[src/hw/rtl/ordered_table_engine_macros.svh]
// assertion macros for the ordered table engine
// used by the top level; no other dependencies
`ifndef ORDERED_TABLE_ENGINE_MACROS_SVH
`define ORDERED_TABLE_ENGINE_MACROS_SVH
`ifndef SYNTHESIS
`define OTE_ASSERT_IMPLY(name, clk, rst_n, pre, post) \
  name: assert property (@(posedge clk) disable iff (!rst_n) (pre) |-> (post)) \
    else $error("ordered table engine check failed");
`define OTE_ASSERT_NEXT(name, clk, rst_n, pre, post) \
  name: assert property (@(posedge clk) disable iff (!rst_n) (pre) |=> (post)) \
    else $error("ordered table engine check failed");
`else
`define OTE_ASSERT_IMPLY(name, clk, rst_n, pre, post)
`define OTE_ASSERT_NEXT(name, clk, rst_n, pre, post)
`endif
`endif

[src/hw/rtl/ote_pkg.sv]
// shared types, codes and defaults of the ordered table engine
// no dependencies
`default_nettype none

package ote_pkg;

  localparam int CAPACITY_DEF   = 64;
  localparam int VALUE_BITS_DEF = 32;

  localparam int CMD_W = 3;
  localparam int POS_W = 7;
  localparam int VAL_W = 32;
  localparam int ST_W  = 2;

  localparam logic [CMD_W-1:0] CMD_APPEND = 3'd0;
  localparam logic [CMD_W-1:0] CMD_REMOVE = 3'd1;
  localparam logic [CMD_W-1:0] CMD_INSERT = 3'd2;
  localparam logic [CMD_W-1:0] CMD_SORTED = 3'd3;
  localparam logic [CMD_W-1:0] CMD_ERASE  = 3'd4;
  localparam logic [CMD_W-1:0] CMD_READ   = 3'd5;

  localparam logic [ST_W-1:0] ST_OK     = 2'd0;
  localparam logic [ST_W-1:0] ST_BADPOS = 2'd1;
  localparam logic [ST_W-1:0] ST_FULL   = 2'd2;
  localparam logic [ST_W-1:0] ST_EMPTY  = 2'd3;

  typedef enum logic [3:0] {
    OP_NONE,
    OP_ACCEPT,
    OP_APPEND,
    OP_REMOVE,
    OP_SHUP_POS,
    OP_SHUP_LO,
    OP_SHUP_STEP,
    OP_SHDN_START,
    OP_SHDN_STEP,
    OP_SEARCH_START,
    OP_PROBE,
    OP_NARROW,
    OP_READ_ISSUE,
    OP_READ_CAP
  } ote_op_t;

  typedef struct packed {
    ote_op_t         op;
    logic            load_out;
    logic [ST_W-1:0] status;
  } ote_cmd_t;

  typedef struct packed {
    logic full;
    logic empty;
    logic pos_gt;
    logic pos_ge;
    logic srch_done;
    logic shup_done;
    logic shdn_done;
  } ote_stat_t;

endpackage

`default_nettype wire

[src/hw/rtl/ote_ram.sv]
// generic single write port, single read port ram with registered read
// no dependencies
`default_nettype none

module ote_ram #(
  parameter int WIDTH = 32,
  parameter int DEPTH = 64
) (
  input  logic                     clk,
  input  logic                     we,
  input  logic [$clog2(DEPTH)-1:0] waddr,
  input  logic [WIDTH-1:0]         wdata,
  input  logic [$clog2(DEPTH)-1:0] raddr,
  output logic [WIDTH-1:0]         rdata
);

  logic [WIDTH-1:0] mem [DEPTH];
  logic [WIDTH-1:0] rdata_r;

  always_ff @(posedge clk) begin
    if (we) begin
      mem[waddr] <= wdata;
    end
    rdata_r <= mem[raddr];
  end

  assign rdata = rdata_r;

endmodule

`default_nettype wire

[src/hw/rtl/ote_datapath.sv]
// datapath: entry count, search and shift pointers, table ram, result registers
// depends on ote_pkg and ote_ram
`default_nettype none

module ote_datapath #(
  parameter int CAPACITY   = ote_pkg::CAPACITY_DEF,
  parameter int VALUE_BITS = ote_pkg::VALUE_BITS_DEF
) (
  input  logic                       clk,
  input  logic                       rst_n,
  input  ote_pkg::ote_cmd_t          cmd,
  output ote_pkg::ote_stat_t         stat,
  input  logic [ote_pkg::POS_W-1:0]  in_position,
  input  logic [ote_pkg::VAL_W-1:0]  in_value,
  output logic [ote_pkg::ST_W-1:0]   out_status,
  output logic [ote_pkg::POS_W-1:0]  out_count,
  output logic [ote_pkg::VAL_W-1:0]  out_read_value,
  output logic [ote_pkg::POS_W-1:0]  out_placed_index
);

  import ote_pkg::*;

  localparam int AW   = $clog2(CAPACITY);
  localparam int CW   = $clog2(CAPACITY + 1);
  localparam int CMPW = (CW > POS_W) ? CW : POS_W;

  logic [CW-1:0]         count_r;
  logic                  pend_r;
  logic [POS_W-1:0]      pos_r;
  logic [VALUE_BITS-1:0] val_r;
  logic [CW-1:0]         p_r;
  logic [CW-1:0]         ptr_r;
  logic [AW-1:0]         wa_r;
  logic [CW-1:0]         lo_r;
  logic [CW-1:0]         hi_r;
  logic [CW-1:0]         mid_r;
  logic [VALUE_BITS-1:0] res_rd_r;
  logic [CW-1:0]         res_placed_r;
  logic [ST_W-1:0]       out_status_r;
  logic [POS_W-1:0]      out_count_r;
  logic [VAL_W-1:0]      out_rd_r;
  logic [POS_W-1:0]      out_placed_r;

  logic                  we;
  logic [AW-1:0]         waddr;
  logic [VALUE_BITS-1:0] wdata;
  logic [AW-1:0]         raddr;
  logic [VALUE_BITS-1:0] rdata;

  logic [CW:0]   sum;
  logic [CW-1:0] mid;
  logic [CW-1:0] ptr_dec;
  logic [CW:0]   ptr_inc;
  logic [CW-1:0] pos_c;
  logic          shup_at;
  logic          shdn_more;

  assign sum       = {1'b0, lo_r} + {1'b0, hi_r};
  assign mid       = sum[CW:1];
  assign ptr_dec   = ptr_r - CW'(1);
  assign ptr_inc   = {1'b0, ptr_r} + (CW+1)'(1);
  assign pos_c     = CW'(pos_r);
  assign shup_at   = (ptr_r == p_r);
  assign shdn_more = (ptr_inc < {1'b0, count_r});

  assign stat.full      = (count_r >= CW'(CAPACITY));
  assign stat.empty     = (count_r == '0);
  assign stat.pos_gt    = (CMPW'(pos_r) > CMPW'(count_r));
  assign stat.pos_ge    = (CMPW'(pos_r) >= CMPW'(count_r));
  assign stat.srch_done = (lo_r >= hi_r);
  assign stat.shup_done = shup_at && !pend_r;
  assign stat.shdn_done = !shdn_more && !pend_r;

  always_comb begin
    we    = 1'b0;
    waddr = '0;
    wdata = val_r;
    raddr = '0;
    case (cmd.op)
      OP_APPEND: begin
        we    = 1'b1;
        waddr = count_r[AW-1:0];
      end
      OP_SHUP_STEP: begin
        if (pend_r) begin
          we    = 1'b1;
          waddr = wa_r;
          wdata = rdata;
        end else if (shup_at) begin
          we    = 1'b1;
          waddr = p_r[AW-1:0];
        end
        if (!shup_at) begin
          raddr = ptr_dec[AW-1:0];
        end
      end
      OP_SHDN_STEP: begin
        if (pend_r) begin
          we    = 1'b1;
          waddr = wa_r;
          wdata = rdata;
        end
        if (shdn_more) begin
          raddr = ptr_inc[AW-1:0];
        end
      end
      OP_PROBE: begin
        raddr = mid[AW-1:0];
      end
      OP_READ_ISSUE: begin
        raddr = pos_c[AW-1:0];
      end
      default: begin
      end
    endcase
  end

  ote_ram #(
    .WIDTH (VALUE_BITS),
    .DEPTH (CAPACITY)
  ) u_ram (
    .clk   (clk),
    .we    (we),
    .waddr (waddr),
    .wdata (wdata),
    .raddr (raddr),
    .rdata (rdata)
  );

  always_ff @(posedge clk) begin
    if (!rst_n) begin
      count_r <= '0;
      pend_r  <= 1'b0;
    end else begin
      case (cmd.op)
        OP_APPEND: begin
          count_r <= count_r + CW'(1);
        end
        OP_REMOVE: begin
          count_r <= count_r - CW'(1);
        end
        OP_SHUP_POS, OP_SHUP_LO, OP_SHDN_START: begin
          pend_r <= 1'b0;
        end
        OP_SHUP_STEP: begin
          pend_r <= !shup_at;
          if (shup_at && !pend_r) begin
            count_r <= count_r + CW'(1);
          end
        end
        OP_SHDN_STEP: begin
          pend_r <= shdn_more;
          if (!shdn_more && !pend_r) begin
            count_r <= count_r - CW'(1);
          end
        end
        default: begin
        end
      endcase
    end
  end

  always_ff @(posedge clk) begin
    case (cmd.op)
      OP_ACCEPT: begin
        pos_r        <= in_position;
        val_r        <= VALUE_BITS'(in_value);
        res_rd_r     <= '0;
        res_placed_r <= '0;
      end
      OP_SHUP_POS: begin
        p_r   <= pos_c;
        ptr_r <= count_r;
      end
      OP_SHUP_LO: begin
        p_r          <= lo_r;
        ptr_r        <= count_r;
        res_placed_r <= lo_r;
      end
      OP_SHUP_STEP: begin
        if (!shup_at) begin
          wa_r  <= ptr_r[AW-1:0];
          ptr_r <= ptr_dec;
        end
      end
      OP_SHDN_START: begin
        ptr_r <= pos_c;
      end
      OP_SHDN_STEP: begin
        if (shdn_more) begin
          wa_r  <= ptr_r[AW-1:0];
          ptr_r <= ptr_inc[CW-1:0];
        end
      end
      OP_SEARCH_START: begin
        lo_r <= '0;
        hi_r <= count_r;
      end
      OP_PROBE: begin
        mid_r <= mid;
      end
      OP_NARROW: begin
        if (rdata < val_r) begin
          lo_r <= mid_r + CW'(1);
        end else begin
          hi_r <= mid_r;
        end
      end
      OP_READ_CAP: begin
        res_rd_r <= rdata;
      end
      default: begin
      end
    endcase
    if (cmd.load_out) begin
      out_status_r <= cmd.status;
      out_count_r  <= POS_W'(count_r);
      out_rd_r     <= VAL_W'(res_rd_r);
      out_placed_r <= POS_W'(res_placed_r);
    end
  end

  assign out_status       = out_status_r;
  assign out_count        = out_count_r;
  assign out_read_value   = out_rd_r;
  assign out_placed_index = out_placed_r;

endmodule

`default_nettype wire

[src/hw/rtl/ote_controller.sv]
// controller state machine: dispatches requests and sequences search and shifts
// depends on ote_pkg
`default_nettype none

module ote_controller (
  input  logic                      clk,
  input  logic                      rst_n,
  input  logic                      in_valid,
  input  logic [ote_pkg::CMD_W-1:0] in_cmd,
  output logic                      in_stall,
  output logic                      out_valid,
  input  logic                      out_stall,
  output ote_pkg::ote_cmd_t         cmd,
  input  ote_pkg::ote_stat_t        stat
);

  import ote_pkg::*;

  typedef enum logic [2:0] {
    S_IDLE,
    S_DISPATCH,
    S_SEARCH,
    S_PROBE,
    S_SHUP,
    S_SHDN,
    S_READ,
    S_DONE
  } state_t;

  state_t           state_r, state_nxt;
  logic [CMD_W-1:0] cmd_r, cmd_nxt;
  logic [ST_W-1:0]  res_st_r, res_st_nxt;
  logic             out_valid_r, out_valid_nxt;

  always_comb begin
    state_nxt     = state_r;
    cmd_nxt       = cmd_r;
    res_st_nxt    = res_st_r;
    out_valid_nxt = out_valid_r && out_stall;
    cmd.op        = OP_NONE;
    cmd.load_out  = 1'b0;
    cmd.status    = res_st_r;
    case (state_r)
      S_IDLE: begin
        if (in_valid) begin
          cmd.op    = OP_ACCEPT;
          cmd_nxt   = in_cmd;
          state_nxt = S_DISPATCH;
        end
      end
      S_DISPATCH: begin
        res_st_nxt = ST_OK;
        state_nxt  = S_DONE;
        case (cmd_r)
          CMD_APPEND: begin
            if (stat.full) begin
              res_st_nxt = ST_FULL;
            end else begin
              cmd.op = OP_APPEND;
            end
          end
          CMD_REMOVE: begin
            if (stat.empty) begin
              res_st_nxt = ST_EMPTY;
            end else begin
              cmd.op = OP_REMOVE;
            end
          end
          CMD_INSERT: begin
            if (stat.pos_gt) begin
              res_st_nxt = ST_BADPOS;
            end else if (stat.full) begin
              res_st_nxt = ST_FULL;
            end else begin
              cmd.op    = OP_SHUP_POS;
              state_nxt = S_SHUP;
            end
          end
          CMD_SORTED: begin
            if (stat.full) begin
              res_st_nxt = ST_FULL;
            end else begin
              cmd.op    = OP_SEARCH_START;
              state_nxt = S_SEARCH;
            end
          end
          CMD_ERASE: begin
            if (stat.pos_ge) begin
              res_st_nxt = ST_BADPOS;
            end else begin
              cmd.op    = OP_SHDN_START;
              state_nxt = S_SHDN;
            end
          end
          CMD_READ: begin
            if (stat.pos_ge) begin
              res_st_nxt = ST_BADPOS;
            end else begin
              cmd.op    = OP_READ_ISSUE;
              state_nxt = S_READ;
            end
          end
          default: begin
          end
        endcase
      end
      S_SEARCH: begin
        if (stat.srch_done) begin
          cmd.op    = OP_SHUP_LO;
          state_nxt = S_SHUP;
        end else begin
          cmd.op    = OP_PROBE;
          state_nxt = S_PROBE;
        end
      end
      S_PROBE: begin
        cmd.op    = OP_NARROW;
        state_nxt = S_SEARCH;
      end
      S_SHUP: begin
        cmd.op = OP_SHUP_STEP;
        if (stat.shup_done) begin
          state_nxt = S_DONE;
        end
      end
      S_SHDN: begin
        cmd.op = OP_SHDN_STEP;
        if (stat.shdn_done) begin
          state_nxt = S_DONE;
        end
      end
      S_READ: begin
        cmd.op    = OP_READ_CAP;
        state_nxt = S_DONE;
      end
      S_DONE: begin
        if (!out_valid_r || !out_stall) begin
          cmd.load_out  = 1'b1;
          out_valid_nxt = 1'b1;
          state_nxt     = S_IDLE;
        end
      end
      default: begin
        state_nxt = S_IDLE;
      end
    endcase
  end

  always_ff @(posedge clk) begin
    if (!rst_n) begin
      state_r     <= S_IDLE;
      cmd_r       <= CMD_APPEND;
      res_st_r    <= ST_OK;
      out_valid_r <= 1'b0;
    end else begin
      state_r     <= state_nxt;
      cmd_r       <= cmd_nxt;
      res_st_r    <= res_st_nxt;
      out_valid_r <= out_valid_nxt;
    end
  end

  assign in_stall  = (state_r != S_IDLE);
  assign out_valid = out_valid_r;

endmodule

`default_nettype wire

[src/hw/rtl/ordered_table_engine.sv]
// top level of the ordered table engine: controller, datapath and checks
// depends on ote_pkg, ote_controller, ote_datapath and the macros header
//
//   channel  direction  handshake            payload
//   in_      input      in_valid / in_stall   cmd, position, value
//   out_     output     out_valid / out_stall status, count, read_value, placed_index
//
// append, remove last, rejected and unknown requests: accept, dispatch, then the result is loaded
// read at: issue, capture; insert at: tail entries move up one per cycle, then the value goes in
// sorted insert: up to ceil(log2(count+1)) probes, then insert at the placed index
// erase at: entries after position move down one at a time, as the single ram port pair allows
// reset clears the entry count and controller state; table ram contents are left as they are
// a result waits in the output register; the next request is taken once it is loaded
`default_nettype none
`include "ordered_table_engine_macros.svh"

module ordered_table_engine #(
  parameter int CAPACITY   = ote_pkg::CAPACITY_DEF,
  parameter int VALUE_BITS = ote_pkg::VALUE_BITS_DEF
) (
  input  logic                      clk,
  input  logic                      rst_n,
  input  logic                      in_valid,
  output logic                      in_stall,
  input  logic [ote_pkg::CMD_W-1:0] in_cmd,
  input  logic [ote_pkg::POS_W-1:0] in_position,
  input  logic [ote_pkg::VAL_W-1:0] in_value,
  output logic                      out_valid,
  input  logic                      out_stall,
  output logic [ote_pkg::ST_W-1:0]  out_status,
  output logic [ote_pkg::POS_W-1:0] out_count,
  output logic [ote_pkg::VAL_W-1:0] out_read_value,
  output logic [ote_pkg::POS_W-1:0] out_placed_index
);

  import ote_pkg::*;

  ote_cmd_t  ctl_cmd;
  ote_stat_t dp_stat;

  ote_controller u_ctrl (
    .clk       (clk),
    .rst_n     (rst_n),
    .in_valid  (in_valid),
    .in_cmd    (in_cmd),
    .in_stall  (in_stall),
    .out_valid (out_valid),
    .out_stall (out_stall),
    .cmd       (ctl_cmd),
    .stat      (dp_stat)
  );

  ote_datapath #(
    .CAPACITY   (CAPACITY),
    .VALUE_BITS (VALUE_BITS)
  ) u_dp (
    .clk              (clk),
    .rst_n            (rst_n),
    .cmd              (ctl_cmd),
    .stat             (dp_stat),
    .in_position      (in_position),
    .in_value         (in_value),
    .out_status       (out_status),
    .out_count        (out_count),
    .out_read_value   (out_read_value),
    .out_placed_index (out_placed_index)
  );

  `OTE_ASSERT_NEXT(a_busy_after_accept, clk, rst_n, in_valid && !in_stall, in_stall)
  `OTE_ASSERT_IMPLY(a_load_when_free, clk, rst_n, ctl_cmd.load_out, !out_valid || !out_stall)
  `OTE_ASSERT_IMPLY(a_full_count, clk, rst_n, out_valid && out_status == ST_FULL, out_count == POS_W'(CAPACITY))
  `OTE_ASSERT_IMPLY(a_empty_count, clk, rst_n, out_valid && out_status == ST_EMPTY, out_count == '0)

endmodule

`default_nettype wire
[config.mk]
export PLATFORM = sky130hd
export DESIGN_NAME = ordered_table_engine
export DESIGN_NICKNAME = d
export VERILOG_FILES = /design/src/hw/rtl/ote_pkg.sv /design/src/hw/rtl/ote_ram.sv /design/src/hw/rtl/ote_datapath.sv /design/src/hw/rtl/ote_controller.sv /design/src/hw/rtl/ordered_table_engine.sv
export VERILOG_INCLUDE_DIRS = /design/src /design/src/hw/rtl
export SDC_FILE = /design/constraint.sdc
export NUM_CORES = 2
export LEC_CHECK = 0
export BUFFER_PORTS_ARGS = -buffer_cell sky130_fd_sc_hd__buf_4
export CORE_ASPECT_RATIO = 1.75
export CORE_UTILIZATION = 40
export CTS_BUF_LIST = sky130_fd_sc_hd__clkbuf_4 sky130_fd_sc_hd__clkbuf_8 sky130_fd_sc_hd__clkbuf_16
export CTS_CLUSTER_SIZE = 25
export DETAILED_ROUTE_END_ITERATION = 8
export PLACE_DENSITY_LB_ADDON = 0.08
export SKIP_LAST_GASP = 1
export SYNTH_ARGS = -nofsm -noshare
export SYNTH_HDL_FRONTEND = slang
export SYNTH_HIERARCHICAL = 1
export SYNTH_SLANG_ARGS = --single-unit
[constraint.sdc]
create_clock -name clk -period 7.9 [get_ports clk]
set_clock_uncertainty 0.2 [all_clocks]
set_input_delay 0.395 -clock clk [delete_from_list [all_inputs] [get_ports clk]]
set_output_delay 0.395 -clock clk [all_outputs]
set_load 0.01 [all_outputs]
==> impl_metrics.tcl <==
set metrics [dict create \
    fp.dieH_um 622.6 \
    final-seq-area_um2 67490 \
    hold_path_class "input port to flip-flop" \
    ioPinCount 96 \
    status "finished, violations left" \
    leakage_nw 31.88 \
    synth.most_common_cell "edfxtp_1" \
    ys_seq_area_frac 0.7668 \
    nFillCells 18232 \
    wl_per_cell_um 34.79 \
    die_w_um 356.6 \
    slew_headroom -0.05815 \
    ys_types 81 \
    path_clk_slew_ns 0.07 \
    syn-num-nets 4319 \
    synthTopCellsByArea "edfxtp_1, mux4_2, dfxtp_1" \
    dp_hpwl_um 166800 \
    vdd_drop_max_uv 257.8 \
    period_share 0.9614 \
    synthCells 4205 \
    synth-seq-cells 2264 \
    finalHoldViolCount 0 \
    areaGrowthSynthToFinish_pct 16.03 \
    vias_per_cell 5.769 \
    num_rows 227 \
    worstPathMaxFanout 73 \
    track_usage 0.2394 \
    min_period_ns 7.595 \
    synth-main-ff-cell "edfxtp_1" \
    r2r_start "u_dp/lo_r[1]$_SDFFCE_PN0P_" \
    rr_worst_depth 17 \
    maxSlewViolCount 2 \
    grt_pass1_vias 46125 \
    cts-root-buf "clkbuf_16" \
    multiInputGateArea_um2 19970 \
    cp-endpoint "u_dp/u_ram/rdata[25]$_DFF_P_" \
    wl_um 265400 \
    synth_top_cell_by_area "edfxtp_1" \
    ctsResizeCount 0 \
    rsz0062_at_grt "false" \
    grt_max_degree 74 \
    end_kind "flip-flop" \
    h-tree-depth 4 \
    post-route-drc-count 0 \
    synth_warnings 6 \
    post-cts-setup-buffer-count 0 \
    synth_area_um2 88020 \
    nNetsFinal 4705 \
    core_um2 218700 \
    critical_path.startpoint_type "flip-flop" \
    vias 43997 \
    drive_gt1_frac 0.2859 \
    dieArea_um2 222000 \
    powerDensity_nw_per_um2 388.9 \
    required_ns 8.46 \
    cts_tree "built" \
    synth_enable_flop_cells 2215 \
    regToRegEndpoint "u_dp/u_ram/rdata[25]$_DFF_P_" \
    cts_hold_buf 64 \
    power_mw 39.72 \
    synth_common_cells "edfxtp_1, mux4_2, nor2_1" \
    cts_max_path_buffers 4 \
    crit_path_start "u_dp/lo_r[1]$_SDFFCE_PN0P_" \
    clk_latency_ns 0.87 \
    antenna_found_initial 9 \
    drv_cap 2 \
    cts_sinks 2264 \
    grt_pass1_wl_um 367300 \
    synthArstFlopShare 0 \
    worst_ep_arrival_time_ns 8.15 \
    yosys.area.top_type_share 0.7556 \
    portBuffers 95 \
    routabilityCongestion 0.8750 \
    grt_overflow 0 \
    violations "max-capacitance violations, max-slew violations" \
    drtPass1Iterations 6 \
    setup_violations 0 \
    drtIter0Drc 4180 \
    initial_utilization 0.4025 \
    r2r_slack_ns 0.30 \
    numCtsBuffers 213 \
    crit_type "flip-flop to flip-flop" \
    setup-tns-final_ns 0 \
    fmax_ghz 0.1317 \
    postRouteAntennaNets 0 \
    worst_pin_slew_ns 1.578 \
    syn_avg_cell_area_um2 20.93 \
]
## power breakdown
part           leakage, nW  internal, mW  switching (mW)
clock                 3.50          5.89            4.46
combinational         8.01          4.98            8.75
sequential            20.4          15.2           0.486
## final cells by class
cell class | instances | share of cell area
Tap cell | 2862 | 0.03506
Timing Repair Buffer | 395 | 0.03820
Clock buffer | 289 | 0.05884
Clock inverter | 96 | 0.009041
Sequential cell | 2264 | 0.6609
Inverter | 64 | 0.002352
Multi-Input combinational cell | 1653 | 0.1955
Antenna cell | 4 | 0.00009801
## state kept, by name (all words and copies together) (netlist names), 32 cells and up
register and cells:
u_dp/out_read_value 32, u_dp/res_rd_r 32, u_dp/u_ram/mem 2048, u_dp/val_r 32
u_dp/u_ram/rdata 32
## worst min-delay path by stage
stage	from	end	slack, ns	cells after the start
floorplan	u_ctrl/res_st_r[0]$_SDFFE_PN0P_	u_dp/out_status[0]$_DFFE_PP_	0.20	0
global placement	u_dp/res_rd_r[18]$_SDFFCE_PN0P_	u_dp/out_read_value[18]$_DFFE_PP_	0.20	0
detailed placement	u_dp/res_rd_r[11]$_SDFFCE_PN0P_	u_dp/out_read_value[11]$_DFFE_PP_	0.20	0
CTS	in_value[22]	u_dp/val_r[22]$_DFFE_PP_	0.0008	2
global route	in_value[22]	u_dp/val_r[22]$_DFFE_PP_	0.05	2
finish	in_value[22]	u_dp/val_r[22]$_DFFE_PP_	0.07	2
## routing by layer
layer / up-vias / global-route usage / wire, um
met3: 407 / 0.02966 / 12760
met2: 1297 / 0.4400 / 143200
met5: - / 0 / 0
met1: 23970 / 0.2821 / 98070
met4: 0 / 0.09037 / 11350
li1: 18323 / - / -
## placed cells by master (no fill, tap or decap), drive strengths merged, types with 63 or more instances in the layout
cell type	instances
a21oi	98
a221oi	66
buf	331
clkbuf	289
clkinv	70
dlygate4sd3	64
edfxtp	2215
ha	66
inv	69
mux4	502
nand2	120
nor2	152
o21ai	63
o22ai	79
## through the flow
step / utilization / instance area, um^2 / worst slack [ns] / std cells / hold slack [ns]
floorplan: - / 88020 / 1.109 / 4205 / 0.1995
global placement: 0.4323 / 94530 / 0.2007 / 7172 / 0.2047
detailed placement: 0.4323 / 94550 / 0.3196 / 7174 / 0.2045
CTS: 0.4670 / 102100 / 0.2557 / 7623 / 0.0007858
global route: 0.4670 / 102100 / 0.1187 / 7624 / 0.04868
finish: 0.4670 / 102100 / 0.3047 / 7627 / 0.06572
## logic make-up after synthesis
group / synth area share
AOI/OAI and AO/OA: 0.03879
adders and majority gates: 0.009836
xor gates and xnor gates: 0.003184
and+or+nand+nor: 0.02654
buffers and inverters: 0.01676
DFF: 0.7668
muxes: 0.1381
## worst max-delay path: stages, from the launching register on
cell	delay [ns]
edfxtp_1	0.48
ha_1	0.34
a21o_1	0.13
a21o_1	0.13
a211oi_1	0.10
o41ai_1	0.72
a21oi_1	0.20
o21ai_1	0.62
or2b_4	0.41
nor2_8	0.19
o21ai_2	0.12
o211ai_1	0.95
buf_12	0.38
buf_4	0.47
nor2_1	0.19
a211oi_1	1.17
o31ai_1	0.24
a211oi_1	0.22
(Power assumes the default switching activity.)
